`src/design/tpm_pkg.sv`:
```
`default_nettype none

package tpm_pkg;

    // display size
    localparam int WIDTH  = 64;
    localparam int HEIGHT = 32;

    // field widths
    localparam int X_W        = 6;
    localparam int Y_W        = 5;
    localparam int TIME_W     = 32;
    localparam int PIX_W      = 32;
    localparam int DUR_W      = 16;
    localparam int DIR_W      = 2;
    localparam int CFG_IDX_W  = 2;
    localparam int CFG_DATA_W = 16;

    // pixel packing
    localparam int CH_W      = 8;
    localparam int CHANNELS  = 3;
    localparam int ALPHA_LSB = CHANNELS * CH_W;
    localparam int BLEND_W   = 2 * CH_W;

    // wipe band: quotient k never exceeds the larger display side
    localparam int DIM_MAX = (WIDTH > HEIGHT) ? WIDTH : HEIGHT;
    localparam int KQ_W    = $clog2(DIM_MAX + 1);
    localparam int NUM_W   = DUR_W + KQ_W;
    localparam int XY_W    = (X_W > Y_W) ? X_W : Y_W;
    localparam int CMP_W   = ((XY_W > KQ_W) ? XY_W : KQ_W) + 1;

    // ping-pong period 2D and the remainder pipeline over time_ms
    localparam int MOD_W      = DUR_W + 1;
    localparam int MOD_STAGES = TIME_W;

    // dissolve noise (37x + 17y) mod 100; the sum of the 6- and 5-bit fields fits 12 bits
    localparam int NOISE_CX     = 37;
    localparam int NOISE_CY     = 17;
    localparam int NOISE_MOD    = 100;
    localparam int NOISE_SUM_W  = 12;
    localparam int NOISE_W      = 7;
    localparam int NOISE_Q_W    = 5;
    localparam int NOISE_RECIP  = 5243;   // ceil(2^19 / 100), exact below 2^12
    localparam int NOISE_SHIFT  = 19;
    localparam int NOISE_PROD_W = NOISE_SUM_W + 13;
    localparam int HIT_W        = NOISE_W + DUR_W;

    // delay from an accepted beat to its result strobe
    localparam int LATENCY = 38 + KQ_W;

    localparam logic [DUR_W-1:0] DUR_RESET = DUR_W'(1000);

    // configuration register indexes
    localparam logic [CFG_IDX_W-1:0] REG_MODE      = CFG_IDX_W'(0);
    localparam logic [CFG_IDX_W-1:0] REG_DIRECTION = CFG_IDX_W'(1);
    localparam logic [CFG_IDX_W-1:0] REG_DURATION  = CFG_IDX_W'(2);

    typedef enum logic
    {
        MODE_DISSOLVE = 1'b0,
        MODE_WIPE     = 1'b1
    } mode_t;

    typedef enum logic [DIR_W-1:0]
    {
        DIR_LEFT  = 2'd0,
        DIR_RIGHT = 2'd1,
        DIR_UP    = 2'd2,
        DIR_DOWN  = 2'd3
    } dir_t;

    typedef enum logic [1:0]
    {
        SEL_A     = 2'd0,
        SEL_BLEND = 2'd1,
        SEL_B     = 2'd2
    } sel_t;

    typedef struct packed
    {
        mode_t            mode;
        dir_t             direction;
        logic [DUR_W-1:0] dur;      // never zero
    } cfg_t;

    typedef struct packed
    {
        logic [X_W-1:0]   x;
        logic [Y_W-1:0]   y;
        logic [PIX_W-1:0] a;
        logic [PIX_W-1:0] b;
    } pix_t;

    typedef struct packed
    {
        pix_t               pix;
        logic [NOISE_W-1:0] noise;
        logic [DUR_W-1:0]   pn;
    } phase_t;

    typedef struct packed
    {
        logic [PIX_W-1:0] a;
        logic [PIX_W-1:0] b;
        sel_t             sel;
    } mix_t;

    // exact v / 255 for v below 65535
    function automatic logic [CH_W-1:0] div255(input logic [BLEND_W-1:0] v);
        logic [BLEND_W:0] s;
        s = {1'b0, v} + (BLEND_W + 1)'(1) + (BLEND_W + 1)'(v[BLEND_W-1:CH_W]);
        return s[BLEND_W-1:CH_W];
    endfunction

endpackage

`default_nettype wire

```
`src/design/tpm_phase.sv`:
```
`default_nettype none

module tpm_phase
    import tpm_pkg::*;
(
    input  wire logic             clk,
    input  wire logic             rst_n,
    input  wire logic             in_valid,
    input  wire pix_t             in_pix,
    input  wire logic [TIME_W-1:0] in_time,
    input  wire logic [DUR_W-1:0] dur,
    output logic                  out_valid,
    output phase_t                out_phase
);

    logic [MOD_STAGES:0]    vld_reg;
    pix_t                   pix_reg   [0:MOD_STAGES];
    logic [TIME_W-1:0]      tq_reg    [0:MOD_STAGES-1];
    logic [MOD_W-1:0]       rem_reg   [1:MOD_STAGES];
    logic [NOISE_SUM_W-1:0] nsum_reg;
    logic [NOISE_SUM_W-1:0] nsum1_reg;
    logic [NOISE_Q_W-1:0]   nq_reg;
    logic [NOISE_W-1:0]     noise_reg [2:MOD_STAGES];
    logic                   out_valid_reg;
    phase_t                 phase_reg;

    logic [MOD_W-1:0]        modulus;
    logic [NOISE_SUM_W-1:0]  nsum_next;
    logic [NOISE_PROD_W-1:0] nprod;
    logic [MOD_W-1:0]        t_last;
    logic [DUR_W-1:0]        pn_next;

    assign modulus   = {dur, 1'b0};
    assign nsum_next = NOISE_SUM_W'(in_pix.x) * NOISE_SUM_W'(NOISE_CX)
                     + NOISE_SUM_W'(in_pix.y) * NOISE_SUM_W'(NOISE_CY);
    assign nprod     = NOISE_PROD_W'(nsum_reg) * NOISE_PROD_W'(NOISE_RECIP);

    always_ff @(posedge clk or negedge rst_n)
    begin
        if (!rst_n)
        begin
            vld_reg       <= '0;
            out_valid_reg <= 1'b0;
        end
        else
        begin
            vld_reg       <= {vld_reg[MOD_STAGES-1:0], in_valid};
            out_valid_reg <= vld_reg[MOD_STAGES];
        end
    end

    // capture, then noise side chain alongside the remainder stages
    always_ff @(posedge clk)
    begin
        pix_reg[0]   <= in_pix;
        tq_reg[0]    <= in_time;
        nsum_reg     <= nsum_next;
        nsum1_reg    <= nsum_reg;
        nq_reg       <= nprod[NOISE_SHIFT +: NOISE_Q_W];
        noise_reg[2] <= NOISE_W'(nsum1_reg - NOISE_SUM_W'(nq_reg) * NOISE_SUM_W'(NOISE_MOD));
        for (int j = 3; j <= MOD_STAGES; j++)
        begin
            noise_reg[j] <= noise_reg[j-1];
        end
    end

    // one remainder bit per stage, most significant time bit first
    for (genvar i = 0; i < MOD_STAGES; i++)
    begin : g_mod
        logic [MOD_W-1:0] rem_in;
        logic [MOD_W:0]   sh;
        logic [MOD_W:0]   diff;

        if (i == 0)
        begin : g_first
            assign rem_in = '0;
        end
        else
        begin : g_rest
            assign rem_in = rem_reg[i];
        end

        assign sh   = {rem_in, tq_reg[i][TIME_W-1]};
        assign diff = sh - {1'b0, modulus};

        always_ff @(posedge clk)
        begin
            rem_reg[i+1] <= (sh >= {1'b0, modulus}) ? diff[MOD_W-1:0] : sh[MOD_W-1:0];
            pix_reg[i+1] <= pix_reg[i];
        end

        if (i + 1 < MOD_STAGES)
        begin : g_shift
            always_ff @(posedge clk)
            begin
                tq_reg[i+1] <= {tq_reg[i][TIME_W-2:0], 1'b0};
            end
        end
    end

    // fold the second half period back
    assign t_last  = rem_reg[MOD_STAGES];
    assign pn_next = (t_last < {1'b0, dur}) ? t_last[DUR_W-1:0] : DUR_W'(modulus - t_last);

    always_ff @(posedge clk)
    begin
        phase_reg.pix   <= pix_reg[MOD_STAGES];
        phase_reg.noise <= noise_reg[MOD_STAGES];
        phase_reg.pn    <= pn_next;
    end

    assign out_valid = out_valid_reg;
    assign out_phase = phase_reg;

endmodule

`default_nettype wire

```
`config.mk`:
```
export PLATFORM = sky130hd
export DESIGN_NAME = tpm_phase
export DESIGN_NICKNAME = d
export VERILOG_FILES = /design/src/design/tpm_pkg.sv /design/src/design/tpm_phase.sv
export SDC_FILE = /design/constraint.sdc
export NUM_CORES = 2
export LEC_CHECK = 0
export ABC_AREA = 1
export BUFFER_PORTS_ARGS = -buffer_cell sky130_fd_sc_hd__buf_2
export CAP_MARGIN = 20
export CORE_MARGIN = 1
export CORE_UTILIZATION = 60
export DETAILED_ROUTE_END_ITERATION = 6
export PLACE_DENSITY = 0.74
export SLEW_MARGIN = 25
export SYNTH_ARGS = -nofsm -noshare
export SYNTH_HDL_FRONTEND = slang
export SYNTH_MEMORY_MAX_BITS = 65536
export SYNTH_SLANG_ARGS = --single-unit
```
`constraint.sdc`:
```
create_clock -name clk -period 4.7 [get_ports clk]
set_input_delay 0.235 -clock clk [delete_from_list [all_inputs] [get_ports clk]]
set_output_delay 0.235 -clock clk [all_outputs]
set_load 0.005 [all_outputs]
```
==> results.md <==
* Total wire length at 262000 um
* Commonest cells in the netlist: 3886 x dfxtp_1, 2835 x nand2_1, 984 x inv_1
* Number of global-route vias before repair at between 70k and 80k
* Main combinational cell family by area after synthesis: simple AND/OR/NAND/NOR gates
* Top-count cell post-synth: dfxtp_1
* Synth Area in XOR/XNOR at about 1.8%
* First-pass GRT wire length at 412000 um
* Io pins at 225
* Crit Path Category: flop to flop
* CP Launch Type: flop
* Hold Vio Cnt, Final at 0
* Starting Density at 60.3%
* CTS sink cnt at between 3k and 4k
* DIE HEIGHT at around 450 um
* Crit end category: flop
* DR vias/cell at around 5.0
* Post-synth top area share at ~65%
* Post-route ant nets at 0
* Post-CTS setup buffer count at 0
* Synth top area cells: dfxtp_1 65%, nand2_1 8.9%, ha_1 6.8%
* Fin crit period at roughly 4.4 ns
* Hold path startpoint: in_pix[1]
* Routed len/inst at about 17 um
* Async set-or-reset flop fraction in the synthesized netlist at 0.867%
* Row cnt at 163
* Setup Viol. Count Final at 0
* Final #Nets at 13.0k
* Design Area, Final at 0.137 sq mm
* Final cell count without fillers at 15.0k
* Final Slew Violations at 0
* Flop-to-flop setup slack at around 0.29 ns
* Hold worst-path end: pix_reg[0][1]
* Placed cell count at 14.2k
* Fmax at 227 MHz
* Setup tns final at 0 ns
* Drt drc at 2
* Multiplexer area fraction after synthesis at 0%
* PortBufs at around 220
* Post-Synth Simple-Gate Area at roughly 17%
* Top FF cell, synth: dfxtp_1
* Die ar. at 0.200 sq mm
* Setup WS pre-CTS at between 0.2 and 0.3 ns
* DR pass1 iterations at 7
* Later-pin clock latency in the skew report at 0.95 ns
* Failing checks: DRC
* Area occupied by registers at 0.0786 sq mm
* Max reg flops at 2475
* # fillers at 14.0k
* RSZ-0062 raised after global routing: no
* Area of the mapped netlist at 0.119 sq mm
* Worst Hold Class: input pin to flop
* Post-synthesis sequential area ratio at 66.1%
* Root buffer cell: clkbuf_16
* Reg-to-Reg Start: nsum_reg[11]
* Peak supply drop at ~1.7 mV
* Core Area at a little under 0.2 sq mm
* Total of max-cap violations at 0
* Area of the multi-input gates at around 0.036 sq mm
* Avg Cell Area, Syn at 10.5 sq um
* Dpl hpwl at between 150000 and 200000 um
* Area grow syn2layout at 15.5%
* CTS Buf Count at 360
* Final Total Pwr at slightly above 100 mW
* WP data required at 5.47 ns
* Worst Setup Slack, final at 0.285 ns
* EDFF count, synth at 0
* DR iter-0 viols at 5268
* Via count at 75.4k
* Largest net degree at the start of global routing at 35
* GRT Total Usage at 26.1%
* Status: finished with violations
* Slew HR at 34.6%
* Data arrival, critical path at approximately 5.2 ns
* Final period util at approximately 94%
* P_leak at ~67 nW
* Die width at 447 um
* Yosys cell types at 40
* Ys Warns at 0
* Htree depth at 5
* Cells after Synth at between 10k and 15k
* Share of layout cells above drive strength 1 at 9.28%
* CTS clk-pin slew, worst paths at ~0.06 ns
* Skew final at 0.0692 ns
* Gr ovfl total at 0
* Critical path fanouts, max at 5
* Reg2Reg Depth at 15
* Final Wtd Congestion at about 0.89
* Net Count, Synth at 12.2k
* Cell area power density at 746 mW/mm^2
* Leading area contributor after synthesis: dfxtp_1
* Worst slew pin tran at 0.974 ns
* Synth Register Bits at a little under 4k
* Bufs on Longest Clock Path at 4
* Area after DPL at 0.123 sq mm
* CTS tree: built
* Worst r2r dst: nq_reg[2]
* Initial antenna violation count at 10
* Compound-cell area share of the yosys netlist at under 10%
* Min-Delay Path Depth at 2
* Adder-Cell Fraction of Synth Area at 8.22%
per-stage QoR:
stage	hold slack, ns	util [%]
final	0.0612	69.7
after global routing	0.0350	69.7
after CTS	0.000436	69.7
after detailed placement	0.312	62.5
after global placement	0.299	62.5
after floorplan	-0.0606	-
critical path, cell delays in order (launching register included):
cell and delay, ns:
dfxtp_1 0.45, fa_1 0.52, xor2_1 0.19, ha_1 0.30, fa_1 0.51, fa_1 0.54, inv_1 0.05, fa_1 0.53
inv_1 0.04, ha_1 0.35, a21oi_1 0.31, o21ai_0 0.12, a21oi_1 0.19, nand3_1 0.10, nand2_1 0.06, nand2_1 0.04
power breakdown:
group	switching, mW	internal (mW)	leakage, nW	total, mW
combinational	21.2	12.2	27.6	33.4
sequential	2.10	37.4	33.1	39.5
clock	12.4	17.2	5.86	29.6
what timing repair did:
action | 4_1_cts | 5_1_grt
hold buffers | 224 | 0
endpoints found under the setup margin | 0 | 0
hold endpoints to repair | 165 | 0
gates resized for setup | 0 | 0
cell usage in the layout, fill, tap and decap left out, types with 9 or more instances in the layout:
cell / n
clkinv_2: 48
nor3_1: 125
o21ai_0: 209
dfrtp_1: 34
clkinvlp_4: 22
a21boi_0: 9
nor3_2: 31
inv_1: 971
nand3_1: 837
xnor2_1: 40
fa_1: 84
o21ai_2: 31
dlygate4sd3_1: 223
nor2_1: 451
nand2_2: 101
clkbuf_1: 67
clkbuf_8: 65
a21oi_1: 429
nand2_4: 62
and2_1: 63
inv_6: 15
clkinv_1: 10
bufinv_16: 35
a31oi_2: 31
xor2_1: 205
dfxtp_1: 3886
inv_2: 29
clkbuf_16: 363
nand4_1: 82
nand2_1: 2835
buf_4: 64
buf_2: 223
ha_1: 647
layer usage:
layer / part of all wire, % / vias up / global-route usage [%]
met1: 42 / 35000 / 33.0
met5: 0.0050 / - / 0
met3: 5.2 / 554 / 3.70
li1: - / 37700 / -
met4: 3.1 / 2 / 9.01
met2: 49 / 2112 / 45.5
cells by family (layout without fill, tap and decap cells):
group	Yosys count	after routing
AOI/OAI and AO/OA	725	725
other	0	3
buffers and inverters	1108	2157
DFF	3920	3920
and+or+nand+nor	4599	4599
xor gates and xnor gates	245	245
adders and majority gates	731	731
layout make-up:
class	count	area share [%]
diodes	3	0.00546
clock buffers	495	7.44
clock inverters	135	1.31
inverters	1011	2.76
multi-input cells	6300	26.0
flip-flops and latches	3920	57.2
well taps	2640	2.40
repair buffers	516	2.87
how the worst max path moves through the flow:
stage / end / cells past startpoint / from
after floorplan: nq_reg[2] / 17 / nsum_reg[6]
final: nq_reg[2] / 15 / nsum_reg[11]
after detailed placement: nq_reg[2] / 15 / nsum_reg[11]
after global routing: nq_reg[2] / 15 / nsum_reg[9]
after CTS: nq_reg[2] / 15 / nsum_reg[11]
after global placement: nq_reg[2] / 15 / nsum_reg[11]
Note: power is estimated with default switching activity, not from simulation.
