### config.mk
export PLATFORM = sky130hd
export DESIGN_NAME = tpm_band
export DESIGN_NICKNAME = d
export VERILOG_FILES = /design/src/design/tpm_pkg.sv /design/src/design/tpm_band.sv
export SDC_FILE = /design/constraint.sdc
export NUM_CORES = 1
export LEC_CHECK = 0
export BUFFER_PORTS_ARGS = -buffer_cell sky130_fd_sc_hd__buf_2
export CAP_MARGIN = 20
export CORE_MARGIN = 2
export CORE_UTILIZATION = 40
export CTS_BUF_LIST = sky130_fd_sc_hd__clkbuf_8
export DETAILED_ROUTE_END_ITERATION = 8
export GPL_TIMING_DRIVEN = 0
export PLACE_DENSITY = 0.59
export SLEW_MARGIN = 20
export SYNTH_ARGS = -nofsm -noshare
export SYNTH_HDL_FRONTEND = slang
export SYNTH_SLANG_ARGS = --single-unit
export TNS_END_PERCENT = 1
### constraint.sdc
create_clock -name clk -period 4.9 [get_ports clk]
set_input_delay 0.98 -clock clk [delete_from_list [all_inputs] [get_ports clk]]
set_output_delay 0.98 -clock clk [all_outputs]
set_load 0.005 [all_outputs]
### src/design/tpm_pkg.sv
`default_nettype none

package tpm_pkg;

    // display size
    localparam int WIDTH  = 64;
    localparam int HEIGHT = 32;

    // field widths
    localparam int X_W        = 6;
    localparam int Y_W        = 5;
    localparam int TIME_W     = 32;
    localparam int PIX_W      = 32;
    localparam int DUR_W      = 16;
    localparam int DIR_W      = 2;
    localparam int CFG_IDX_W  = 2;
    localparam int CFG_DATA_W = 16;

    // pixel packing
    localparam int CH_W      = 8;
    localparam int CHANNELS  = 3;
    localparam int ALPHA_LSB = CHANNELS * CH_W;
    localparam int BLEND_W   = 2 * CH_W;

    // wipe band: quotient k never exceeds the larger display side
    localparam int DIM_MAX = (WIDTH > HEIGHT) ? WIDTH : HEIGHT;
    localparam int KQ_W    = $clog2(DIM_MAX + 1);
    localparam int NUM_W   = DUR_W + KQ_W;
    localparam int XY_W    = (X_W > Y_W) ? X_W : Y_W;
    localparam int CMP_W   = ((XY_W > KQ_W) ? XY_W : KQ_W) + 1;

    // ping-pong period 2D and the remainder pipeline over time_ms
    localparam int MOD_W      = DUR_W + 1;
    localparam int MOD_STAGES = TIME_W;

    // dissolve noise (37x + 17y) mod 100; the sum of the 6- and 5-bit fields fits 12 bits
    localparam int NOISE_CX     = 37;
    localparam int NOISE_CY     = 17;
    localparam int NOISE_MOD    = 100;
    localparam int NOISE_SUM_W  = 12;
    localparam int NOISE_W      = 7;
    localparam int NOISE_Q_W    = 5;
    localparam int NOISE_RECIP  = 5243;   // ceil(2^19 / 100), exact below 2^12
    localparam int NOISE_SHIFT  = 19;
    localparam int NOISE_PROD_W = NOISE_SUM_W + 13;
    localparam int HIT_W        = NOISE_W + DUR_W;

    // delay from an accepted beat to its result strobe
    localparam int LATENCY = 38 + KQ_W;

    localparam logic [DUR_W-1:0] DUR_RESET = DUR_W'(1000);

    // configuration register indexes
    localparam logic [CFG_IDX_W-1:0] REG_MODE      = CFG_IDX_W'(0);
    localparam logic [CFG_IDX_W-1:0] REG_DIRECTION = CFG_IDX_W'(1);
    localparam logic [CFG_IDX_W-1:0] REG_DURATION  = CFG_IDX_W'(2);

    typedef enum logic
    {
        MODE_DISSOLVE = 1'b0,
        MODE_WIPE     = 1'b1
    } mode_t;

    typedef enum logic [DIR_W-1:0]
    {
        DIR_LEFT  = 2'd0,
        DIR_RIGHT = 2'd1,
        DIR_UP    = 2'd2,
        DIR_DOWN  = 2'd3
    } dir_t;

    typedef enum logic [1:0]
    {
        SEL_A     = 2'd0,
        SEL_BLEND = 2'd1,
        SEL_B     = 2'd2
    } sel_t;

    typedef struct packed
    {
        mode_t            mode;
        dir_t             direction;
        logic [DUR_W-1:0] dur;      // never zero
    } cfg_t;

    typedef struct packed
    {
        logic [X_W-1:0]   x;
        logic [Y_W-1:0]   y;
        logic [PIX_W-1:0] a;
        logic [PIX_W-1:0] b;
    } pix_t;

    typedef struct packed
    {
        pix_t               pix;
        logic [NOISE_W-1:0] noise;
        logic [DUR_W-1:0]   pn;
    } phase_t;

    typedef struct packed
    {
        logic [PIX_W-1:0] a;
        logic [PIX_W-1:0] b;
        sel_t             sel;
    } mix_t;

    // exact v / 255 for v below 65535
    function automatic logic [CH_W-1:0] div255(input logic [BLEND_W-1:0] v);
        logic [BLEND_W:0] s;
        s = {1'b0, v} + (BLEND_W + 1)'(1) + (BLEND_W + 1)'(v[BLEND_W-1:CH_W]);
        return s[BLEND_W-1:CH_W];
    endfunction

endpackage

`default_nettype wire

### src/design/tpm_band.sv
`default_nettype none

module tpm_band
    import tpm_pkg::*;
(
    input  wire logic   clk,
    input  wire logic   rst_n,
    input  wire logic   in_valid,
    input  wire phase_t in_phase,
    input  wire cfg_t   cfg,
    output logic        out_valid,
    output mix_t        out_mix
);

    logic [KQ_W:0]     vld_reg;
    logic [KQ_W:0]     hit_reg;
    pix_t              pix_reg [0:KQ_W];
    logic [DUR_W-1:0]  rem_reg [0:KQ_W-1];
    logic [KQ_W-1:0]   lo_reg  [0:KQ_W-1];
    logic [KQ_W-1:0]   q_reg   [1:KQ_W];
    logic              out_valid_reg;
    mix_t              mix_reg;

    logic              rows;
    logic [NUM_W-1:0]  num_next;
    logic              hit_next;
    logic [CMP_W-1:0]  xe;
    logic [CMP_W-1:0]  ye;
    logic [CMP_W-1:0]  ke;
    logic              in_range;
    logic              in_band;
    sel_t              sel_next;

    // band width k = floor(dim * pn / D); dissolve hit compares in parallel
    assign rows     = (cfg.direction == DIR_UP) || (cfg.direction == DIR_DOWN);
    assign num_next = NUM_W'(in_phase.pn) * (rows ? NUM_W'(HEIGHT) : NUM_W'(WIDTH));
    assign hit_next = (HIT_W'(in_phase.noise) * HIT_W'(cfg.dur))
                    < (HIT_W'(in_phase.pn) * HIT_W'(NOISE_MOD));

    always_ff @(posedge clk or negedge rst_n)
    begin
        if (!rst_n)
        begin
            vld_reg       <= '0;
            out_valid_reg <= 1'b0;
        end
        else
        begin
            vld_reg       <= {vld_reg[KQ_W-1:0], in_valid};
            out_valid_reg <= vld_reg[KQ_W];
        end
    end

    // the top bits of num are already below D, so only KQ_W quotient bits remain
    always_ff @(posedge clk)
    begin
        pix_reg[0] <= in_phase.pix;
        hit_reg[0] <= hit_next;
        rem_reg[0] <= num_next[NUM_W-1:KQ_W];
        lo_reg[0]  <= num_next[KQ_W-1:0];
    end

    for (genvar j = 0; j < KQ_W; j++)
    begin : g_div
        logic [KQ_W-1:0]  q_in;
        logic [DUR_W:0]   sh;
        logic [DUR_W:0]   diff;
        logic             ge;

        if (j == 0)
        begin : g_first
            assign q_in = '0;
        end
        else
        begin : g_rest
            assign q_in = q_reg[j];
        end

        assign sh   = {rem_reg[j], lo_reg[j][KQ_W-1-j]};
        assign diff = sh - {1'b0, cfg.dur};
        assign ge   = sh >= {1'b0, cfg.dur};

        always_ff @(posedge clk)
        begin
            q_reg[j+1]   <= KQ_W'({q_in, ge});
            pix_reg[j+1] <= pix_reg[j];
            hit_reg[j+1] <= hit_reg[j];
        end

        if (j + 1 < KQ_W)
        begin : g_carry
            always_ff @(posedge clk)
            begin
                rem_reg[j+1] <= ge ? diff[DUR_W-1:0] : sh[DUR_W-1:0];
                lo_reg[j+1]  <= lo_reg[j];
            end
        end
    end

    assign xe       = CMP_W'(pix_reg[KQ_W].x);
    assign ye       = CMP_W'(pix_reg[KQ_W].y);
    assign ke       = CMP_W'(q_reg[KQ_W]);
    assign in_range = (xe < CMP_W'(WIDTH)) && (ye < CMP_W'(HEIGHT));

    always_comb
    begin
        in_band = 1'b0;
        unique case (cfg.direction)
            DIR_LEFT:  in_band = (xe + ke) >= CMP_W'(WIDTH);
            DIR_RIGHT: in_band = xe < ke;
            DIR_UP:    in_band = (ye + ke) >= CMP_W'(HEIGHT);
            DIR_DOWN:  in_band = ye < ke;
            default:   in_band = 1'b0;
        endcase
    end

    always_comb
    begin
        priority if (!in_range)
            sel_next = SEL_A;
        else if (cfg.mode == MODE_DISSOLVE)
            sel_next = hit_reg[KQ_W] ? SEL_BLEND : SEL_A;
        else
            sel_next = in_band ? SEL_B : SEL_A;
    end

    always_ff @(posedge clk)
    begin
        mix_reg.a   <= pix_reg[KQ_W].a;
        mix_reg.b   <= pix_reg[KQ_W].b;
        mix_reg.sel <= sel_next;
    end

    assign out_valid = out_valid_reg;
    assign out_mix   = mix_reg;

endmodule

`default_nettype wire

==> reports/results.txt <==
Final GP Congestion = 0.8142
Final Setup Violations = 1
DR vias/cell = 4.669
Placement Cell Area = 32480 sq um
Cells after Synth = 2481
final cell count without fillers = 3889
Critical Path RT = 5520 ps
Total GRT Usage = 14.92%
Seq/Total Area, Yosys = 55.07%
critical-path cell list = buf_4 > and2_1 > fa_1 > fa_1 > fa_1 > inv_1 > fa_1 > inv_2 > ha_4 > or3_4 > o21ai_4 > nor3b_4 > nor2_2 > a21oi_2 > xnor2_1 > ha_1 > nand4_1 > nor4_2 > a21oi_2 > o21a_2
Starting DRT DRC Count = 777
post-synth top area share = 54.32%
Max Slew Vio Count = 0
commonest non-fill, non-tap cell in the layout = dfxtp_1
remaining global-route overflow = 0
ANT nets after route = 0
Core Region = 74450 sq um
most frequent cells in the layout = 817 x dfxtp_1, 288 x ha_1, 229 x inv_1, 177 x buf_2, 150 x clkbuf_8
Achievable Freq = 183.7 MHz
Worst-Skew Late Latency = 740 ps
global routing usage on met2 = 24.71%
Synth Cell Area = 30110 sq um
clock tree from TritonCTS = yes
largest net degree at the start of global routing = 23
final total power = 0.02193 W
flop and latch count out of synthesis = 826
startpoint types = primary input
max_cap viols = 0
Sw Share = 32.57%
Clock Pin Slew Worst Setup and Hold Paths = 60 ps
Residual DRC = 0
area leader, netlist = dfxtp_1
GR Util met1 = 18.03%
Worst setup EP type = flip-flop
Synth warnings = 0
vias in the first global route = 18929
min-delay worst type = in -> async
Initial Util = 40.45%
clock sink count = 826
CTS Buffer Depth = 3
I/O pins = 187
violated checks = setup timing
Syn Area/Cell = 12.14 sq um
die width = 278.4 microns
critical path's slowest cell = fa_1
Final Skew = 61.02 ps
PwrDens = 617.8 nW/um^2
clock share of power = 25.5%
dpl cells = 3646
period utilisation layout = 111.1%
CP arrival = 6060 ps
die area = 77490 sq um
die height = 278.4 microns
GR peak layer = met2
Rows = 100
CTS Root Buffer Type = clkbuf_8
status = finished, violations left
peak fanout along the critical path = 13
Final Hold Viols = 0
Switching Power = 0.007144 W
Worst Hold Margin = 84.66 ps
Slew Limit Headroom = 43.60%
fin nets = 3331
unrepaired setup endpoints after global routing = yes
H-tree depth = 3
P&R area growth vs syn = 17.91%
Seq pwr share = 36.9%
antenna violations before repair = 5
count of cell types in the netlist = 76
share of layout cells above drive strength 1 = 19.38%
worst vdd ir = 0.3444 mV
Comb power frac = 37.6%
Post-Layout Inst Area = 35500 sq um
Final min period = 5442 ps
slew of the pin with the lowest slew margin = 845.1 ps
most used cell, CP = fa_1
critical path type = in -> reg
ys async rst share = 1.090%
min setup slack post-route = -542.3 ps
DRT Pass-1 Iters = 5
Leak Pwr = 16.44 nW
first-pass GRT wire length = 93530 microns
max reg flops = 600
Power Internal = 0.01479 W
M3 GR Usage = 4.172%
cts hold-fix bufs = 0
Port Buffer Count = 184
Critical Path Max Stage Delay = 520 ps
fillcell total = 6663
setup TNS = -542.3 ps
EDFF count, synth = 0
Primary FF master, synth = dfxtp_1
HPWL Detailed = 41340 microns
via count = 18157
drt wl/cell = 14.56 microns
total CTS buffers = 120
Total Wirelength = 56610 microns
synth top area cells = dfxtp_1 54%, ha_1 12%, fa_1 6.0%
[worst max-delay path: cells and delay by family]
kind | cells | cell delay (ps)
xor+xnor | 1 | 90
fa+ha+maj | 6 | 2490
buf+inv | 3 | 290
simple gates | 6 | 1510
compound gates | 4 | 680
[through the flow]
step	worst slack, ps	util [%]
floorplan	-696.5	-
global placement	-1716	43.64
detailed placement	-1722	43.64
CTS	-563.1	47.58
global route	-715.3	47.69
finish	-542.3	47.69
[synthesized netlist by cell type (17+ instances only)]
master / n
nor3_1: 21
nand4_1: 21
o21a_1: 47
xor2_1: 32
mux2_2: 55
dfxtp_1: 817
nor2_1: 94
nand3_1: 25
a21oi_1: 93
fa_1: 90
mux2_4: 23
a21o_1: 42
mux2i_1: 20
a211oi_1: 20
nor2b_1: 32
nand2_1: 97
nand2b_1: 28
o21ai_0: 73
and2_1: 85
inv_1: 198
xnor2_1: 72
clkbuf_1: 17
ha_1: 299
[routing by layer]
layer / part of all wire, % / routed length (microns)
met2: 47 / 26440
met1: 43 / 24470
met4: 4.0 / 2276
met3: 6.0 / 3406
met5: 0.028 / 16
[worst paths after layout]
path	start	endpoint	slack (ps)	cells past startpoint
min in group clk	pix_reg[0][130]	pix_reg[0][205]	270	0
setup / recovery	cfg[1]	hit_reg[0]	-540	20
hold / removal	rst_n	vld_reg[5]	80	1
hold reg to reg	pix_reg[0][130]	pix_reg[0][205]	270	0
setup reg to reg	lo_reg[1][5]	rem_reg[2][14]	1920	10
max in group asynchronous	rst_n	vld_reg[7]	4610	1
[area by class of cell]
| class | count | area (sq um) | share of cell area, % |
|---|---|---|---|
| tap | 969 | 1212 | 3.415 |
| antenna | 4 | 10.01 | 0.02819 |
| buffer | 25 | 214.0 | 0.6026 |
| clock buffer | 146 | 2009 | 5.660 |
| multi-input combinational | 1441 | 12980 | 36.55 |
| inverter | 200 | 750.7 | 2.114 |
| timing repair buffer | 208 | 1149 | 3.235 |
| sequential | 826 | 16580 | 46.70 |
| clock inverter | 70 | 600.6 | 1.692 |
[power by group through the flow]
stage / clock [W] / combinational [W] / sequential, W
2_1_floorplan: 0 / 0.00632 / 0.00807
3_3_place_gp: 0 / 0.00774 / 0.00823
3_5_place_dp: 0 / 0.00789 / 0.00825
4_1_cts: 0.00584 / 0.00817 / 0.00811
5_1_grt: 0.00614 / 0.00928 / 0.00819
6_report: 0.00559 / 0.00825 / 0.00809
[cells by family (layout without fill, tap and decap cells)]
logic type / Yosys count / count (layout) / share of synthesized area, %
XOR/XNOR: 104 / 104 / 3.025
adder cells (fa/ha/maj): 389 / 389 / 18.41
buffers and inverters: 226 / 649 / 2.984
multiplexers: 100 / 100 / 3.943
other: 1 / 17 / 0.01245
AO/OA/AOI/OAI: 374 / 374 / 8.552
flip-flops: 826 / 826 / 55.07
AND/OR/NAND/NOR: 461 / 461 / 8.008
[what timing repair did]
| action | in CTS | in global routing |
|---|---|---|
| setup buffers | 20 | 4 |
| setup endpoints to repair | 1 | 1 |
| gates resized for setup | 46 | 9 |
| pin swaps | 47 | 30 |
No activity file was read; power rests on OpenSTA's default activity.
