[src/design/tpm_pkg.sv]
`default_nettype none

package tpm_pkg;

    // display size
    localparam int WIDTH  = 64;
    localparam int HEIGHT = 32;

    // field widths
    localparam int X_W        = 6;
    localparam int Y_W        = 5;
    localparam int TIME_W     = 32;
    localparam int PIX_W      = 32;
    localparam int DUR_W      = 16;
    localparam int DIR_W      = 2;
    localparam int CFG_IDX_W  = 2;
    localparam int CFG_DATA_W = 16;

    // pixel packing
    localparam int CH_W      = 8;
    localparam int CHANNELS  = 3;
    localparam int ALPHA_LSB = CHANNELS * CH_W;
    localparam int BLEND_W   = 2 * CH_W;

    // wipe band: quotient k never exceeds the larger display side
    localparam int DIM_MAX = (WIDTH > HEIGHT) ? WIDTH : HEIGHT;
    localparam int KQ_W    = $clog2(DIM_MAX + 1);
    localparam int NUM_W   = DUR_W + KQ_W;
    localparam int XY_W    = (X_W > Y_W) ? X_W : Y_W;
    localparam int CMP_W   = ((XY_W > KQ_W) ? XY_W : KQ_W) + 1;

    // ping-pong period 2D and the remainder pipeline over time_ms
    localparam int MOD_W      = DUR_W + 1;
    localparam int MOD_STAGES = TIME_W;

    // dissolve noise (37x + 17y) mod 100; the sum of the 6- and 5-bit fields fits 12 bits
    localparam int NOISE_CX     = 37;
    localparam int NOISE_CY     = 17;
    localparam int NOISE_MOD    = 100;
    localparam int NOISE_SUM_W  = 12;
    localparam int NOISE_W      = 7;
    localparam int NOISE_Q_W    = 5;
    localparam int NOISE_RECIP  = 5243;   // ceil(2^19 / 100), exact below 2^12
    localparam int NOISE_SHIFT  = 19;
    localparam int NOISE_PROD_W = NOISE_SUM_W + 13;
    localparam int HIT_W        = NOISE_W + DUR_W;

    // delay from an accepted beat to its result strobe
    localparam int LATENCY = 38 + KQ_W;

    localparam logic [DUR_W-1:0] DUR_RESET = DUR_W'(1000);

    // configuration register indexes
    localparam logic [CFG_IDX_W-1:0] REG_MODE      = CFG_IDX_W'(0);
    localparam logic [CFG_IDX_W-1:0] REG_DIRECTION = CFG_IDX_W'(1);
    localparam logic [CFG_IDX_W-1:0] REG_DURATION  = CFG_IDX_W'(2);

    typedef enum logic
    {
        MODE_DISSOLVE = 1'b0,
        MODE_WIPE     = 1'b1
    } mode_t;

    typedef enum logic [DIR_W-1:0]
    {
        DIR_LEFT  = 2'd0,
        DIR_RIGHT = 2'd1,
        DIR_UP    = 2'd2,
        DIR_DOWN  = 2'd3
    } dir_t;

    typedef enum logic [1:0]
    {
        SEL_A     = 2'd0,
        SEL_BLEND = 2'd1,
        SEL_B     = 2'd2
    } sel_t;

    typedef struct packed
    {
        mode_t            mode;
        dir_t             direction;
        logic [DUR_W-1:0] dur;      // never zero
    } cfg_t;

    typedef struct packed
    {
        logic [X_W-1:0]   x;
        logic [Y_W-1:0]   y;
        logic [PIX_W-1:0] a;
        logic [PIX_W-1:0] b;
    } pix_t;

    typedef struct packed
    {
        pix_t               pix;
        logic [NOISE_W-1:0] noise;
        logic [DUR_W-1:0]   pn;
    } phase_t;

    typedef struct packed
    {
        logic [PIX_W-1:0] a;
        logic [PIX_W-1:0] b;
        sel_t             sel;
    } mix_t;

    // exact v / 255 for v below 65535
    function automatic logic [CH_W-1:0] div255(input logic [BLEND_W-1:0] v);
        logic [BLEND_W:0] s;
        s = {1'b0, v} + (BLEND_W + 1)'(1) + (BLEND_W + 1)'(v[BLEND_W-1:CH_W]);
        return s[BLEND_W-1:CH_W];
    endfunction

endpackage

`default_nettype wire

[src/design/tpm_blend.sv]
`default_nettype none

module tpm_blend
    import tpm_pkg::*;
(
    input  wire logic        clk,
    input  wire logic        rst_n,
    input  wire logic        in_valid,
    input  wire mix_t        in_mix,
    output logic             out_valid,
    output logic [PIX_W-1:0] out_pixel
);

    logic                 vld_reg;
    logic [BLEND_W-1:0]   csum_reg [0:CHANNELS-1];
    logic [BLEND_W-1:0]   asum_reg;
    logic [CH_W-1:0]      ab_reg;
    mix_t                 mix_reg;
    logic                 out_valid_reg;
    logic [PIX_W-1:0]     pixel_reg;

    logic [CH_W-1:0]      ab;
    logic [CH_W-1:0]      inv;
    logic [BLEND_W-1:0]   csum_next [0:CHANNELS-1];
    logic [BLEND_W-1:0]   asum_next;
    logic [CH_W:0]        alpha_sum;
    logic [PIX_W-1:0]     blended;
    logic [PIX_W-1:0]     pixel_next;

    assign ab  = in_mix.b[ALPHA_LSB +: CH_W];
    assign inv = {CH_W{1'b1}} - ab;

    // products and rounding bias; each sum stays below 65536
    always_comb
    begin
        for (int c = 0; c < CHANNELS; c++)
        begin
            csum_next[c] = BLEND_W'(in_mix.b[c*CH_W +: CH_W]) * BLEND_W'(ab)
                         + BLEND_W'(in_mix.a[c*CH_W +: CH_W]) * BLEND_W'(inv)
                         + BLEND_W'(127);
        end
    end

    assign asum_next = BLEND_W'(in_mix.a[ALPHA_LSB +: CH_W]) * BLEND_W'(inv) + BLEND_W'(127);

    always_ff @(posedge clk or negedge rst_n)
    begin
        if (!rst_n)
        begin
            vld_reg       <= 1'b0;
            out_valid_reg <= 1'b0;
        end
        else
        begin
            vld_reg       <= in_valid;
            out_valid_reg <= vld_reg;
        end
    end

    always_ff @(posedge clk)
    begin
        for (int c = 0; c < CHANNELS; c++)
        begin
            csum_reg[c] <= csum_next[c];
        end
        asum_reg <= asum_next;
        ab_reg   <= ab;
        mix_reg  <= in_mix;
    end

    // divide by 255, saturate alpha, pick the source
    assign alpha_sum = (CH_W + 1)'(ab_reg) + (CH_W + 1)'(div255(asum_reg));

    always_comb
    begin
        blended = '0;
        for (int c = 0; c < CHANNELS; c++)
        begin
            blended[c*CH_W +: CH_W] = div255(csum_reg[c]);
        end
        blended[ALPHA_LSB +: CH_W] = alpha_sum[CH_W] ? {CH_W{1'b1}} : alpha_sum[CH_W-1:0];
    end

    always_comb
    begin
        unique case (mix_reg.sel)
            SEL_A:     pixel_next = mix_reg.a;
            SEL_BLEND: pixel_next = blended;
            SEL_B:     pixel_next = mix_reg.b;
            default:   pixel_next = mix_reg.a;
        endcase
    end

    always_ff @(posedge clk)
    begin
        pixel_reg <= pixel_next;
    end

    assign out_valid = out_valid_reg;
    assign out_pixel = pixel_reg;

endmodule

`default_nettype wire

[config.mk]
export PLATFORM = sky130hd
export DESIGN_NAME = tpm_blend
export DESIGN_NICKNAME = d
export VERILOG_FILES = /design/src/design/tpm_pkg.sv /design/src/design/tpm_blend.sv
export SDC_FILE = /design/constraint.sdc
export NUM_CORES = 1
export LEC_CHECK = 0
export BUFFER_PORTS_ARGS = -buffer_cell sky130_fd_sc_hd__buf_2
export CAP_MARGIN = 10
export CORE_AREA = 2 2 261 237
export CTS_CLUSTER_DIAMETER = 150
export DETAILED_ROUTE_END_ITERATION = 16
export DIE_AREA = 0 0 263 239
export SETUP_SLACK_MARGIN = 0.02
export SLEW_MARGIN = 20
export SYNTH_ARGS = -nofsm -noshare
export SYNTH_HDL_FRONTEND = slang
export SYNTH_SLANG_ARGS = --single-unit
export TNS_END_PERCENT = 20
[constraint.sdc]
create_clock -name clk -period 3 [get_ports clk]
set_input_delay 0.15 -clock clk [delete_from_list [all_inputs] [get_ports clk]]
set_output_delay 0.15 -clock clk [all_outputs]
set_load 0.02 [all_outputs]
==> impl_metrics.csv, run 1 <==
group,metric,value,unit
die,die_y,239,um
final_layout,nNetsFinal,3251,
synth,synth_cells,2170,
synth,syn-cell-area,0.0208,mm2
setup_path,end_kind,"flop",
setup_path,reg2reg_slack,-0.26,ns
route,wl_per_cell,16.5,um
synth,syn-num-nets,2831,
final_layout,largest_register_ffs,65,
cts,clock-sinks,164,
sta,slew_violations,0,
sta,fin_crit_sh,1.53,
synth,synth_warnings,0,
sta,finalSetupViolCount,56,
sta,tightest_slew,0.610,ns
die,boundaryPins,102,
setup_path,r2r_start,"asum_reg[1]$_DFF_P_",
setup_path,reg2reg_depth,14,
route,drtPass1Iterations,5,
cts,cts_root_buf,"clkbuf_16",
setup_path,path_max_fanout,6,
setup_path,crit_start,"in_mix[28]",
sta,finalWorstSetupSlack,-1.58,ns
final_layout,diodes,0,
global_routing,grt_util_all_layers,0.186,
route,vias,15800,
synth,synthDistinctLibCells,55,
placed_design,io_buffers,101,
sta,slew_headroom,0.593,
global_routing,antenna_found_initial,1,
global_routing,grt_pass1_vias,17700,
sta,hold_viol_final,0,
sta,whs,0.0416,ns
die,initial_utilization,0.344,
sta,fmax,218,MHz
cts,cts.htree.levels,4,
final_layout,syn_to_final_growth,30.9,%
setup_path,timing.critical_path.to,"csum_reg[0][45]$_DFF_P_",
run_status,violations,"negative setup slack",
route,antenna_left,0,
cts,cts_made_buffers,17,
setup_path,cp.arrival,4.96,ns
synth,syn_avg_cell_area,9.59,um2
placed_design,place_congestion,0.828,
die,coreArea,0.0605,mm2
setup_path,timing.rr.end,"out_pixel[25]$_DFF_P_",
sta,fin_skew,0.00811,ns
cts,cts_tree,"built",
setup_path,critPathRequiredTime,3.37,ns
cts,path_clk_slew,0.06,ns
final_layout,drive_gt1_frac,0.248,
die,die_area,0.0629,mm2
worst_hold_path,hp-class,"primary input to flop",
synth,ys_seq_area_frac,0.158,
global_routing,grt_max_degree,35,
route,drc,0,
setup_path,crit_type,"primary input to flop",
die,dieWidth,263,um
sta,period_needed,4.58,ns
global_routing,grt_pass1_wl,91500,um
cts,clock_latency,0.49,ns
global_routing,grt_overflow,0,
run,maxCapViolations,0,
route,finalWirelength,56100,um
synth,ys_ff_latch,164,
setup_path,start_kind,"primary input",
route,drt-initial-drc-count,637,
placed_design,dp_hpwl,44200,um
run_status,status,"finished, violations left",
die,num_rows,86,
sta,rsz0062_at_grt,"yes",
cts,cts.path.max_buffers,2,
route,via_per_inst,4.67,
[cell families after synthesis]
group                      Yosys count  share of synthesized area
and+or+nand+nor                    588                      0.157
buffers and inverters              510                     0.0925
DFF                                164                      0.158
adders and majority gates          592                      0.483
AOI/OAI and AO/OA                  219                     0.0689
xor gates and xnor gates            97                     0.0408
[layer usage]
layer | vias up | GRT usage | share of wire
met3 | 84 | 0.0421 | 0.048
met4 | 2 | 0.0672 | 0.028
met5 | - | 0 | 0.00018
met2 | 291 | 0.311 | 0.48
li1 | 7512 | - | -
met1 | 7945 | 0.235 | 0.44
[cell usage after synthesis (all sizes together)]
| library cell | instances | area (um2) |
|---|---|---|
| and4 | 2 | 20.0 |
| o31a | 1 | 8.76 |
| nor2b | 121 | 757 |
| nand2 | 120 | 450 |
| a21o | 15 | 113 |
| o22ai | 1 | 6.26 |
| a31o | 2 | 17.5 |
| o2111ai | 1 | 8.76 |
| nor2 | 35 | 131 |
| a221oi | 2 | 17.5 |
| and2 | 106 | 663 |
| nor3 | 21 | 115 |
| xnor2 | 66 | 578 |
| a22oi | 30 | 225 |
| nand4 | 9 | 56.3 |
| dfxtp | 162 | 3240 |
| o21a | 9 | 67.6 |
| or2 | 2 | 12.5 |
| a2111o | 1 | 11.3 |
| nand2b | 139 | 870 |
| clkbuf | 57 | 214 |
| inv | 448 | 1680 |
| a211oi | 8 | 65.1 |
| a21oi | 54 | 282 |
| xor2 | 31 | 272 |
| o31ai | 4 | 30.0 |
| ha | 240 | 3000 |
| a311oi | 1 | 15.0 |
| and3 | 7 | 43.8 |
| a31oi | 3 | 18.8 |
| o21ai | 61 | 305 |
| o2bb2ai | 1 | 8.76 |
| o221ai | 1 | 8.76 |
| dfrtp | 2 | 50.1 |
| a211o | 2 | 17.5 |
| a2111oi | 4 | 66.3 |
| o211a | 2 | 20.0 |
| o22a | 1 | 8.76 |
| nand3 | 23 | 115 |
| or3 | 2 | 12.5 |
| fa | 352 | 7050 |
| o21bai | 11 | 82.6 |
| and4b | 1 | 10.0 |
| buf | 5 | 30.0 |
| o211ai | 4 | 30.0 |
[cell type report]
type,count,area [um2]
clock buffer,20,457
clock inverter,10,109
tap,792,991
sequential,164,3300
multi-input combinational,1496,16800
fill,5739,33200
inverter,448,1680
timing repair buffer,463,3910
[stage by stage]
step	util	instance area (um2)	worst slack, ns	instances	TNS (ns)
2_1_floorplan	-	21500	-1.90	2170	-63.55
3_3_place_gp	0.409	24700	-2.12	3285	-82.78
3_5_place_dp	0.409	24700	-2.16	3285	-85.71
4_1_cts	0.440	26600	-1.55	3386	-50.31
5_1_grt	0.450	27200	-1.66	3393	-58.14
6_report	0.450	27200	-1.58	3393	-50.80
[critical path: stages]
cell and delay, ns:
buf_12 0.13, buf_16 0.13, nand2b_4 0.13, fa_1 0.55
inv_2 0.05, fa_2 0.55, fa_2 0.46, fa_2 0.36
fa_1 0.52, inv_1 0.05, fa_1 0.50, inv_2 0.06
ha_4 0.21, o21a_1 0.19, o21a_1 0.19, and4_4 0.19
a2111oi_4 0.26, a21oi_2 0.10, xor2_1 0.15
[timing repair]
| item | 4_1_cts | 5_1_grt |
|---|---|---|
| gates cloned | 6 | 3 |
| setup buffers | 11 | 4 |
| pin swaps | 77 | 73 |
| setup endpoints to repair | 58 | 59 |
| endpoints found under the hold margin | 54 | 0 |
| hold buffers | 54 | 0 |
| gates resized for setup | 137 | 113 |
[placed cells by master (no fill, tap or decap), types with 54 or more instances in the layout]
cell,n
buf_2,84
ha_1,201
inv_1,423
nor2b_1,109
and2_1,99
dlygate4sd3_1,54
xnor2_1,63
fa_1,335
nand2_1,116
buf_4,267
nand2b_1,114
dfxtp_1,160
[worst min path at each step]
| stage | from | to | slack, ns | depth (start not counted) |
|---|---|---|---|---|
| after floorplan | rst_n | out_valid$_DFF_PN0_ | -0.15 | 0 |
| after global placement | rst_n | vld_reg$_DFF_PN0_ | -0.07 | 1 |
| after detailed placement | rst_n | vld_reg$_DFF_PN0_ | -0.06 | 1 |
| after CTS | in_mix[5] | mix_reg[5]$_DFF_P_ | 0.003 | 2 |
| after global routing | in_mix[7] | mix_reg[7]$_DFF_P_ | 0.02 | 2 |
| final | in_mix[8] | mix_reg[8]$_DFF_P_ | 0.04 | 2 |
Power of run 1 is left out: the tool's default activity adds up to more than one toggle a clock period on the data nets, which glitch-free logic cannot reach.
==> run 2: changes to the inputs <==
--- a/config.mk
+++ b/config.mk
@@ -11,6 +11,7 @@
 export CTS_CLUSTER_DIAMETER = 150
 export DETAILED_ROUTE_END_ITERATION = 16
 export DIE_AREA = 0 0 263 239
+export MAX_ROUTING_LAYER = met4
 export SETUP_SLACK_MARGIN = 0.02
 export SLEW_MARGIN = 20
 export SYNTH_ARGS = -nofsm -noshare
==> impl_metrics.csv, run 2 (synthesis gave the netlist of run 1 again) <==
group,metric,value,unit
run_status,status,"finished, violations left",
run_status,violations,"negative setup slack",
final_layout,diodes,0,
placed_design,place_congestion,0.859,
route,drc,0,
route,vias,15700,
sta,rsz0062_at_grt,"yes",
final_layout,final_cells,3381,
final_layout,syn_to_final_growth,28.7,%
global_routing,grt_util_all_layers,0.192,
setup_path,start_kind,"primary input",
route,drt-initial-drc-count,784,
route,antenna_left,0,
final_layout,final_cell_mix,"inv_1 (427), fa_1 (338), buf_4 (267)",
cts,cts.path.max_buffers,2,
sta,hold_viol_final,0,
final_layout,fillCellCount,5839,
die,die_area,0.0629,mm2
power,p_leak,13.1,nW
cts,clock_latency,0.50,ns
die,boundaryPins,102,
power,peakVddDrop,1410,uV
final_layout,nNetsFinal,3237,
cts,cts_root_buf,"clkbuf_16",
die,initial_utilization,0.344,
worst_hold_path,whs_path_depth,2,
global_routing,grt_overflow,0,
setup_path,end_kind,"flop",
final_layout,largest_register_ffs,65,
power,powerDensity,1350,mW/mm2
setup_path,worst_path_most_repeated_cell,"fa_1",
sta,fin_skew,0.00952,ns
placed_design,dp_cells,3286,
route,drtPass1Iterations,5,
sta,slew_headroom,0.581,
power,totalPowerFinal,36.3,mW
setup_path,crit_type,"primary input to flop",
global_routing,grt_pass1_wl,91200,um
setup_path,slowest_stage,"fa_1",
cts,clock-sinks,164,
die,coreArea,0.0605,mm2
final_layout,fin_util,0.443,
setup_path,crit_chain,"buf_12 -> buf_12 -> nand2b_1 -> fa_1 -> inv_1 -> fa_1 -> fa_1 -> fa_1 -> fa_1 -> inv_1 -> fa_1 -> inv_1 -> ha_4 -> o21a_1 -> o21a_1 -> and4_4 -> a2111oi_4 -> a21oi_2 -> xor2_1",
route,via_per_inst,4.65,
global_routing,antenna_found_initial,1,
route,finalWirelength,55100,um
die,dieWidth,263,um
setup_path,max_stage_delay,0.54,ns
sta,fin_crit_sh,1.53,
sta,period_needed,4.59,ns
run,maxCapViolations,0,
die,num_rows,86,
cts,cts.htree.levels,4,
placed_design,io_buffers,101,
sta,slew_violations,0,
setup_path,cp.arrival,4.97,ns
global_routing,grt_max_degree,34,
cts,cts_tree,"built",
sta,tightest_slew,0.629,ns
placed_design,dpl_worst_slack,-2.19,ns
setup_path,path_max_fanout,6,
sta,fmax,218,MHz
sta,finalSetupViolCount,56,
setup_path,critPathRequiredTime,3.38,ns
placed_design,dp_hpwl,43700,um
global_routing,grt_pass1_vias,17300,
setup_path,reg2reg_depth,13,
sta,setup_tns,-53.12,ns
cts,path_clk_slew,0.06,ns
sta,finalWorstSetupSlack,-1.59,ns
cts,cts_made_buffers,17,
final_layout,layout_commonest_cell,"inv_1",
worst_hold_path,hp-class,"primary input to flop",
final_layout,drive_gt1_frac,0.232,
die,die_y,239,um
route,wl_per_cell,16.3,um
run 2: repair_timing:
action                                  4_1_cts  5_1_grt
hold endpoints to repair                     45        0
cloned                                        8        0
setup buffers                                 9        1
hold buffers                                 45        0
pin swaps                                    71       46
endpoints found under the setup margin       58       59
resized for setup                           155       43
run 2: worst max-delay path, delay by kind of cell:
| kind | cells | cell delay (ns) |
|---|---|---|
| xor+xnor | 1 | 0.15 |
| simple gates | 2 | 0.36 |
| compound gates | 4 | 0.74 |
| fa+ha+maj | 7 | 3.11 |
| buf+inv | 5 | 0.44 |
run 2: final timing paths:
kind | end | from | slack (ns)
max in group asynchronous | out_valid$_DFF_PN0_ | rst_n | 2.39
worst min-delay path | mix_reg[8]$_DFF_P_ | in_mix[8] | 0.03
worst max register to register | out_pixel[26]$_DFF_P_ | asum_reg[14]$_DFF_P_ | -0.38
worst min register to register | out_valid$_DFF_PN0_ | vld_reg$_DFF_PN0_ | 0.36
min in group asynchronous | vld_reg$_DFF_PN0_ | rst_n | 0.49
worst max-delay path | csum_reg[0][45]$_DFF_P_ | in_mix[28] | -1.59
run 2: area by class of cell:
type	count	area, um2	share of cell area
inverters	448	1680	0.0628
well taps	792	991	0.0370
multi-input cells	1496	16500	0.617
clock inverters	12	109	0.00406
repair buffers	449	3730	0.139
clock buffers	20	447	0.0167
flip-flops and latches	164	3290	0.123
run 2: routing by layer:
layer | up-vias | part of all wire | track usage
met1 | 7878 | 0.46 | 0.249
met2 | 302 | 0.48 | 0.310
met5 | - | 0 | -
li1 | 7496 | - | -
met3 | 58 | 0.046 | 0.0328
met4 | 0 | 0.017 | 0.0504
run 2: report_power, final:
group | leakage [nW] | switching (mW) | internal [mW] | total (mW)
clock | 0.258 | 0.972 | 1.15 | 2.13
sequential | 1.39 | 0.360 | 3.08 | 3.44
combinational | 11.5 | 14.6 | 16.1 | 30.7
total | 13.1 | 16.0 | 20.3 | 36.3
run 2: through the flow:
stage | hold WS [ns] | cell area [um2]
global route | 0.00290 | 26800
floorplan | -0.146 | 21500
finish | 0.0262 | 26800
global placement | -0.0652 | 24700
detailed placement | -0.0630 | 24700
CTS | 0.000968 | 26600
Note: power is estimated with default switching activity, not from simulation.
==> run 3: changes to the inputs <==
--- a/config.mk
+++ b/config.mk
@@ -7,11 +7,12 @@
 export LEC_CHECK = 0
 export BUFFER_PORTS_ARGS = -buffer_cell sky130_fd_sc_hd__buf_2
 export CAP_MARGIN = 10
-export CORE_AREA = 2 2 261 237
-export CTS_CLUSTER_DIAMETER = 150
+export CORE_AREA = 2 2 221 201
+export CTS_CLUSTER_DIAMETER = 50
 export DETAILED_ROUTE_END_ITERATION = 16
-export DIE_AREA = 0 0 263 239
+export DIE_AREA = 0 0 223 203
 export MAX_ROUTING_LAYER = met4
+export PLACE_DENSITY = 0.68
 export SETUP_SLACK_MARGIN = 0.02
 export SLEW_MARGIN = 20
 export SYNTH_ARGS = -nofsm -noshare
==> impl_metrics.csv, run 3 (synthesis gave the netlist of run 1 again) <==
group,metric,value,unit
route,via_per_inst,5.04,
setup_path,max_stage_delay,0.56,ns
final_layout,nNetsFinal,3256,
run_status,status,"finished, violations left",
global_routing,grt_pass1_vias,17800,
sta,setup_tns,-53.27,ns
die,die_y,203,um
route,drtPass1Iterations,5,
cts,cts_made_buffers,17,
final_layout,final_cell_mix,"inv_1 (420), fa_1 (333), buf_4 (300)",
route,drc,0,
setup_path,end_kind,"flop",
cts,path_clk_slew,0.06,ns
setup_path,crit_type,"primary input to flop",
sta,period_needed,4.61,ns
die,initial_utilization,0.486,
global_routing,grt_pass1_wl,89900,um
placed_design,dpl_worst_slack,-2.28,ns
final_layout,diodes,0,
die,coreArea,0.0428,mm2
run_status,violations,"negative setup slack",
global_routing,antenna_found_initial,0,
setup_path,critPathRequiredTime,3.39,ns
setup_path,crit_chain,"buf_16 -> buf_4 -> nor2b_4 -> fa_1 -> inv_1 -> fa_1 -> inv_1 -> fa_1 -> fa_1 -> fa_1 -> inv_1 -> fa_1 -> inv_2 -> ha_4 -> o21a_1 -> o21a_1 -> and4_4 -> a2111oi_4 -> buf_4 -> xnor2_2",
setup_path,timing.critical_path.to,"csum_reg[0][43]$_DFF_P_",
final_layout,layout_commonest_cell,"inv_1",
setup_path,worst_path_most_repeated_cell,"fa_1",
die,dieWidth,223,um
route,wl_met2,27300,um
route,wl_per_cell,17.0,um
sta,hold_viol_final,0,
route,antenna_left,0,
sta,fin_skew,0.00892,ns
setup_path,timing.rr.end,"out_pixel[24]$_DFF_P_",
sta,fmax,217,MHz
global_routing,grt_util_all_layers,0.262,
final_layout,largest_register_ffs,65,
route,top_layer,"met4",
route,finalWirelength,53800,um
cts,cts_tree,"built",
route,wl_met1,22800,um
cts,clock-sinks,164,
route,vias,15900,
sta,fin_crit_sh,1.54,
cts,cts.path.max_buffers,2,
die,num_rows,72,
setup_path,cp.arrival,5.01,ns
sta,slew_violations,0,
final_layout,syn_to_final_growth,29.0,%
setup_path,crit_start,"in_mix[28]",
route,met3_wirelength,2380,um
placed_design,io_buffers,101,
sta,rsz0062_at_grt,"yes",
setup_path,reg2reg_depth,13,
die,boundaryPins,102,
route,drt-initial-drc-count,756,
sta,tightest_slew,0.859,ns
cts,cts.htree.levels,4,
cts,cts_root_buf,"clkbuf_16",
final_layout,drive_gt1_frac,0.256,
placed_design,place_congestion,0.888,
sta,slew_headroom,0.424,
global_routing,grt_overflow,0,
sta,finalSetupViolCount,55,
final_layout,fin_util,0.627,
cts,clock_latency,0.47,ns
setup_path,reg2reg_slack,-0.38,ns
setup_path,slowest_stage,"fa_1",
setup_path,r2r_start,"asum_reg[6]$_DFF_P_",
setup_path,path_max_fanout,8,
setup_path,start_kind,"primary input",
sta,finalWorstSetupSlack,-1.61,ns
run,maxCapViolations,0,
worst_hold_path,hp-class,"primary input to flop",
die,die_area,0.0453,mm2
placed_design,dp_hpwl,42300,um
global_routing,grt_max_degree,32,
-- run 3: per-stage QoR --
stage	instance area, um2	hold slack, ns	cells
after detailed placement	24500	-0.0619	3059
after global placement	24500	-0.0651	3059
after CTS	26400	0.00262	3151
after global routing	26800	0.00934	3163
after floorplan	21500	-0.146	2170
final	26800	0.0216	3163
-- run 3: timing repair --
item / CTS / global route
resized for setup: 156 / 76
hold endpoints to repair: 34 / 0
endpoints found under the setup margin: 59 / 58
setup buffers: 20 / 11
hold buffers: 34 / 0
gates cloned: 6 / 1
pin swaps: 86 / 69
-- run 3: per-layer routing --
metal | vias to the layer above | GRT usage
met5 | - | -
met4 | 0 | 0.0786
met3 | 72 | 0.0384
met2 | 311 | 0.445
met1 | 8021 | 0.324
li1 | 7523 | -
-- run 3: worst min path at each step --
stage | start | cells past startpoint | endpoint
after floorplan | rst_n | 0 | out_valid$_DFF_PN0_
after global placement | rst_n | 1 | vld_reg$_DFF_PN0_
after detailed placement | rst_n | 1 | vld_reg$_DFF_PN0_
after CTS | in_mix[58] | 2 | mix_reg[58]$_DFF_P_
after global routing | in_mix[49] | 2 | mix_reg[49]$_DFF_P_
final | in_mix[24] | 2 | mix_reg[24]$_DFF_P_
-- run 3: area by class of cell --
cell class / instances / area [um2]
multi-input combinational: 1496 / 16700
fill: 3359 / 15900
timing repair buffer: 468 / 3830
sequential: 164 / 3290
inverter: 448 / 1680
tap: 555 / 694
clock buffer: 21 / 470
clock inverter: 11 / 149
-- run 3: critical path, delay by kind of cell --
family / cells / cell delay, ns
AOI/OAI and AO/OA: 3 / 0.56
xor gates and xnor gates: 1 / 0.11
adders and majority gates: 7 / 3.28
buffers and inverters: 7 / 0.66
and+or+nand+nor: 2 / 0.22
Power of run 3 is left out for the same reason.
